--- config.mk ---
export PLATFORM = sky130hd
export DESIGN_NAME = bed_fifo
export DESIGN_NICKNAME = d
export VERILOG_FILES = /design/src/rtl/burst_energy_detector_top_defines.svh /design/src/rtl/bed_pkg.sv /design/src/rtl/bed_fifo.sv
export SDC_FILE = /design/constraint.sdc
export NUM_CORES = 1
export LEC_CHECK = 0
export ABC_CLOCK_PERIOD_IN_PS = 8500
export BUFFER_PORTS_ARGS = -buffer_cell sky130_fd_sc_hd__buf_4
export CAP_MARGIN = 5
export CORE_UTILIZATION = 50
export DETAILED_ROUTE_END_ITERATION = 8
export HOLD_SLACK_MARGIN = 0.12
export PLACE_DENSITY = 0.88
export SLEW_MARGIN = 20
export SYNTH_ARGS = -nofsm -noshare
export SYNTH_HDL_FRONTEND = slang
export SYNTH_SLANG_ARGS = --single-unit
--- constraint.sdc ---
create_clock -name clk_i -period 8.5 [get_ports clk_i]
set_clock_uncertainty 0.2 [all_clocks]
set_input_delay 0.425 -clock clk_i [delete_from_list [all_inputs] [get_ports clk_i]]
set_output_delay 0.425 -clock clk_i [all_outputs]
set_load 0.02 [all_outputs]
--- src/rtl/burst_energy_detector_top_defines.svh ---
// Assertion macros for the burst energy detector
`ifndef BURST_ENERGY_DETECTOR_TOP_DEFINES_SVH
`define BURST_ENERGY_DETECTOR_TOP_DEFINES_SVH

// Consequent must hold in the same cycle
`define BED_ASSERT_SAME(lbl, ante, cons, msg) \
  lbl: assert property (@(posedge clk_i) disable iff (!rst_ni) (ante) |-> (cons)) \
    else $error(msg);

// Consequent must hold in the next cycle
`define BED_ASSERT_NEXT(lbl, ante, cons, msg) \
  lbl: assert property (@(posedge clk_i) disable iff (!rst_ni) (ante) |=> (cons)) \
    else $error(msg);

`endif

--- src/rtl/bed_pkg.sv ---
package bed_pkg;

  // Window geometry; the dB offset of the mean assumes a power-of-two window
  localparam int unsigned WINDOW = 1024;
  localparam int unsigned POS_W  = $clog2(WINDOW);
  localparam int unsigned HOP_W  = POS_W + 1;
  localparam int unsigned PWR_W  = 32;
  localparam int unsigned SUM_W  = PWR_W + POS_W;
  localparam int unsigned P_W    = $clog2(SUM_W);
  localparam int unsigned FRAC_W = 16;
  localparam int unsigned MANT_W = 31;
  localparam int unsigned L_W    = P_W + FRAC_W + 1;
  localparam int unsigned PROD_W = 42;
  localparam int unsigned SAT_W  = 42;
  localparam int unsigned DB_W   = 16;
  localparam int unsigned SMP_W  = 16;
  localparam int unsigned EV_W   = 3;
  localparam int unsigned NCNT_W = 17;
  localparam int unsigned NACC_W = 33;
  localparam int unsigned K_MAX  = 16;

  localparam logic signed [L_W-1:0]  LOG2W_Q16   = L_W'(POS_W * 65536);
  localparam logic signed [19:0]     DB_PER_LOG2 = 20'sd197283;
  localparam logic signed [PROD_W-1:0] DB_ROUND  = PROD_W'(64'd8388608);
  localparam logic signed [DB_W-1:0] DB_MIN = 16'sh8000;
  localparam logic signed [DB_W-1:0] DB_MAX = 16'sh7fff;

  typedef enum logic [1:0] {
    CFG_MARGIN = 2'd0,
    CFG_NWIN   = 2'd1,
    CFG_MIN    = 2'd2,
    CFG_MAX    = 2'd3
  } cfg_idx_e;

  typedef enum logic [EV_W-1:0] {
    EV_NONE  = 3'd0,
    EV_WIN   = 3'd1,
    EV_FLOOR = 3'd2,
    EV_START = 3'd3,
    EV_END   = 3'd4,
    EV_ABORT = 3'd5
  } ev_e;

  typedef enum logic [1:0] {
    MODE_MEASURE = 2'd0,
    MODE_SEARCH  = 2'd1,
    MODE_FRAME   = 2'd2
  } mode_e;

  typedef enum logic [3:0] {
    ST_IDLE, ST_SUM, ST_NORM, ST_SQR, ST_MUL, ST_DB, ST_DECIDE, ST_THR, ST_EMIT
  } state_e;

  // One classified sample as it travels from front to back
  typedef struct packed {
    logic signed [SMP_W-1:0] smp_i;
    logic signed [SMP_W-1:0] smp_q;
    logic                    bend;
    logic [PWR_W-1:0]        power;
  } item_t;

  // Clamp a wide signed value to Q8.8 dB range
  function automatic logic signed [DB_W-1:0] sat_db(input logic signed [SAT_W-1:0] v);
    logic signed [DB_W-1:0] r;
    if (v < SAT_W'(DB_MIN)) begin
      r = DB_MIN;
    end else if (v > SAT_W'(DB_MAX)) begin
      r = DB_MAX;
    end else begin
      r = v[DB_W-1:0];
    end
    return r;
  endfunction

endpackage

--- src/rtl/bed_fifo.sv ---
module bed_fifo
  import bed_pkg::*;
(
  input  logic  clk_i,
  input  logic  rst_ni,
  input  logic  push_valid_i,
  output logic  push_ready_o,
  input  item_t push_item_i,
  output logic  pop_valid_o,
  input  logic  pop_ready_i,
  output item_t pop_item_o
);

  item_t      entry_q [2];
  logic       wr_ptr_q, rd_ptr_q;
  logic [1:0] count_q;
  logic       push, pop;

  assign push_ready_o = (count_q != 2'd2);
  assign pop_valid_o  = (count_q != 2'd0);
  assign push         = push_valid_i && push_ready_o;
  assign pop          = pop_valid_o && pop_ready_i;
  assign pop_item_o   = entry_q[rd_ptr_q];

  // Advance pointers and occupancy
  always_ff @(posedge clk_i or negedge rst_ni) begin
    if (!rst_ni) begin
      wr_ptr_q <= 1'b0;
      rd_ptr_q <= 1'b0;
      count_q  <= 2'd0;
    end else begin
      if (push) begin
        wr_ptr_q <= !wr_ptr_q;
      end
      if (pop) begin
        rd_ptr_q <= !rd_ptr_q;
      end
      count_q <= count_q + 2'(push) - 2'(pop);
    end
  end

  always_ff @(posedge clk_i) begin
    if (push) begin
      entry_q[wr_ptr_q] <= push_item_i;
    end
  end

endmodule

After elaboration in Yosys (flattened, before gate mapping)
Memories as Yosys holds them, arrays and structs flattened.
Cells that the tools add are included.
Storage, ports and cells
  RAM bits: 130
  memories: 1
  register bits after elaboration: 4
  bits of input ports: 69
  output and inout bits: 67
  word-level logic and storage cells: 14
Cells by class
  multiplexer cells: 2
  $add $sub $neg: 2
  equal/unequal tests: 1
  reduce and logical (&&, ||, !) cells: 5
Memory list
  entry_q: words 2, bits a word 65, rd ports 1, clocked after Yosys merged registers in 0, wr ports 1, line bed_fifo.sv:14  | item_t entry_q [2];
Operators by type and width (count)
  $add A2 B1 Y2: 1
  $logic_and A1 B1 Y1: 2
  $logic_not A1 Y1: 2
  $mux W1: 2
  $ne A2 B2 Y1 const B: 1
  $reduce_bool A2 Y1: 1
  $sub A2 B1 Y2: 1

Logic depth before layout (Yosys ltp)
  depth in word-level cells: 4
  gate-level depth with buffers: 5
  depth with buffers taken out: 5

Worst setup path after synthesis
OpenSTA, ideal clock, no wires.
  path kind: register -> register
  start point: register count_q[0]
  end point: memory entry_q[0][0] (netlist name) (enable)
  data required time: 7.812 ns
  period minus slack after synthesis: 4.194 ns
  path buffers: 0
  arrival: 3.506 ns
  stages on the path, launching flop included: 4
  setup time: 0.488 ns
  slack: 4.306 ns
  cells stage by stage: dfrtp_1 > nand2b_1 > nand2_1 > nor2_1
Between the ends
  cells in the longest elaborated chain, start to end: 4
Ends and longest elaborated chain
  start, declared: line bed_fifo.sv:16  | logic [1:0] count_q;
  start signal, assigned: line bed_fifo.sv:38  | count_q <= count_q + 2'(push) - 2'(pop);
  $ne A2 B2 Y1: line bed_fifo.sv:19  | assign push_ready_o = (count_q != 2'd2);
  via push_ready_o: line bed_fifo.sv:7  | output logic push_ready_o,
  $logic_and A1 B1 Y1: line bed_fifo.sv:21  | assign push = push_valid_i && push_ready_o;
  $mux W1: line bed_fifo.sv:43  | if (push) begin
  $mux W1 (not written as such): line bed_fifo.sv:44  | entry_q[wr_ptr_q] <= push_item_i;
  end, declared: line bed_fifo.sv:14
The timed path passes the listed nets, and every way through them passes these cells.

==> metrics <==
H-tree levels=4; Cells after Synth=between 200 and 250; multi-input logic area=around 860 µm²; Routed WL=10,200 µm; worst vdd ir=roughly 0.19 mV; fin crit share=32.6%; Final min period=between 2 and 3 ns; initial antenna violation count=0; Remaining Overflow, GRT=0; Net Sw Frac=between 30% and 40%; Seq cells post-synth=approximately 130; Sink Count=134; Worst Setup Slack, final=approximately 5.7 ns; CTS tree=built; vias in the first global route=between 3,000 and 4,000; initial core utilization=between 50% and 60%; Static Leak=around 0.0028 µW; Final nets=just over 500; pin count of the biggest net entering global routing=67; Hold WS=0.362 ns; antenna viol nets, final=0; combinational share of power=~35%; RSZ-0062 raised after global routing=false; Root Driver=clkbuf_8; via/cell ratio=4.88; DRC errors left=0; Pre-Repair DR Iteration Count=4; crit path DAT=~2.1 ns; Syn Area/Cell=22.0 µm²; top-count cell post-synth=edfxtp_1; Switching Power=~780 µW; HP Class=flop to flop; commonest cells in the netlist=edfxtp_1, mux2_2, buf_6, dfrtp_1; die area=10,200 µm²; die width=101 µm; dpl ws=just under 6 ns; share of cells above drive strength 1=between 50% and 60%; worst skew pair latency=roughly 0.50 ns; critical path class=flop to output port; Seq/Total Area, Yosys=81.4%; status=finished clean; CP Max Fanout=between 60 and 70; fmax=361 MHz; synth-to-layout area growth=48.3%; Max Buffers Root-to-Sink=2; clock group share of total power=26.9%; # port buffers=approximately 140; MaxCap Viol Count=0; Row Count=35; yosys warns=0; Routed wire per std cell=around 17 µm; CTS Buf Count=17; I/O pin count=between 100 and 150; count of pins over their slew limit=0; type of origin of the critical path=flop; Post-synth EDFFs=130; Core Area=roughly 9400 µm²; Yosys top cell area share=79.3%; Synth async-reset ratio=under 10%; Synth Net Count=294; layout filler cell count=around 530; antenna fix cells=0; Int Pwr=about 1700 µW; Required @ worst endpoint=roughly 8 ns; setup bufs post-CTS=0; final setup vio count=0; register area=about 4000 µm²; Mapped Area=between 4000 and 5000 µm²; Power Density=approximately 340 nW/µm²; post-cts resize count=0; Starting DRT DRC Count=101; hold_buf cts=between 60 and 70; Critical Path End Type=output port; DP HPWL=approximately 5500 µm; via count=about 2,900; first-pass GRT wire length=roughly 16,000 µm; setup TNS=0 ns; Die H=roughly 100 µm; top cells by area, synth=edfxtp_1, mux2_2, dfrtp_1; actual slew at the worst max-slew pin=around 0.87 ns; dominant cell type by area after synthesis=edfxtp_1; Slew HR=41.7%; RePlAce Congestion=roughly 0.70; sequential power share=38.5%; Netlist cell types=19; CTS clk-pin slew, worst paths=roughly 0.060 ns; final hold vios=0; total global-route track usage=between 20% and 30%; Synth Flop Type=edfxtp_1; Power Total=2460 µW
registers in the layout, indices dropped and copies added (netlist names):
name      count
entry_q     130
wr_ptr_q      1
rd_ptr_q      1
count_q       2
path summary, 6_finish.rpt:
check | from | end | slack [ns] | cells after the start
min in group asynchronous | rst_ni | count_q[1] | 0.64 | 3
max in group asynchronous | rst_ni | rd_ptr_q | 7.26 | 3
max reg2reg | count_q[0] | entry_q[0][40] | 5.92 | 4
min reg2reg | wr_ptr_q | wr_ptr_q | 0.36 | 1
max | rd_ptr_q | pop_item_o[1] | 5.73 | 3
min | wr_ptr_q | wr_ptr_q | 0.36 | 1
area by class of cell:
class,instances,share of cell area (%)
clock buffer,17,5.67
timing repair buffer,207,23.7
clock inverter,15,1.78
tap,129,2.21
sequential,134,54.9
multi-input combinational,83,11.8
power groups by stage:
stage / combinational (µW) / sequential [µW] / clock, µW
6_report: 851 / 947 / 661
5_1_grt: 900 / 959 / 699
2_1_floorplan: 527 / 951 / 0
3_5_place_dp: 826 / 957 / 0
4_1_cts: 854 / 945 / 670
3_3_place_gp: 812 / 946 / 0
logic make-up (layout without fill, tap and decap cells):
| group | count (synthesis) | count (layout) | share of synthesized area, % |
|---|---|---|---|
| buffers and inverters | 7 | 239 | 1.27 |
| muxes | 65 | 65 | 14.9 |
| DFF | 134 | 134 | 81.4 |
| adders and majority gates | 1 | 1 | 0.254 |
| AOI/OAI and AO/OA | 3 | 3 | 0.483 |
| xor gates and xnor gates | 3 | 3 | 0.534 |
| and+or+nand+nor | 11 | 11 | 1.22 |
stage by stage:
stage | instances | utilization (%) | cell area, µm²
after floorplan | 224 | - | 4920
after global placement | 484 | 64.7 | 6060
after detailed placement | 484 | 64.7 | 6060
after CTS | 585 | 77.9 | 7300
after global routing | 585 | 77.9 | 7300
final | 585 | 77.9 | 7300
cell usage in the layout, fill, tap and decap left out:
cell	Yosys	routed
nand2_1	2	2
edfxtp_1	130	130
mux2_2	65	65
clkbuf_8	0	1
nor2_4	0	1
nand2b_1	1	1
dlygate4sd3_1	0	69
clkbuf_16	0	16
xnor2_1	3	3
a311oi_1	1	1
clkinv_4	0	2
nand3_1	1	1
and3_2	1	1
nor2b_1	1	1
nor4bb_1	1	1
o21ba_2	1	1
clkinv_2	0	2
o21ai_0	1	1
clkinv_1	0	2
buf_4	1	138
dfrtp_1	4	3
dfrtp_2	0	1
or2_2	1	1
clkinvlp_4	0	4
nor2_1	3	2
bufinv_16	0	1
ha_1	1	1
inv_6	0	4
critical path, cell delays in order (launching register included):
cell and delay (ns):
dfrtp_2 0.34, buf_4 0.67, mux2_2 0.44, buf_4 0.16
per-layer routing:
layer / part of all wire, % / vias up / wire length (µm) / GRT usage [%]
li1: - / 1338 / - / -
met1: 38 / 1386 / 3880 / 22.8
met2: 56 / 115 / 5640 / 39.2
met3: 4.8 / 14 / 487 / 5.73
met4: 1.3 / 0 / 134 / 9.92
met5: 0 / - / 0 / 0
Power figures use the tool's default switching activity.
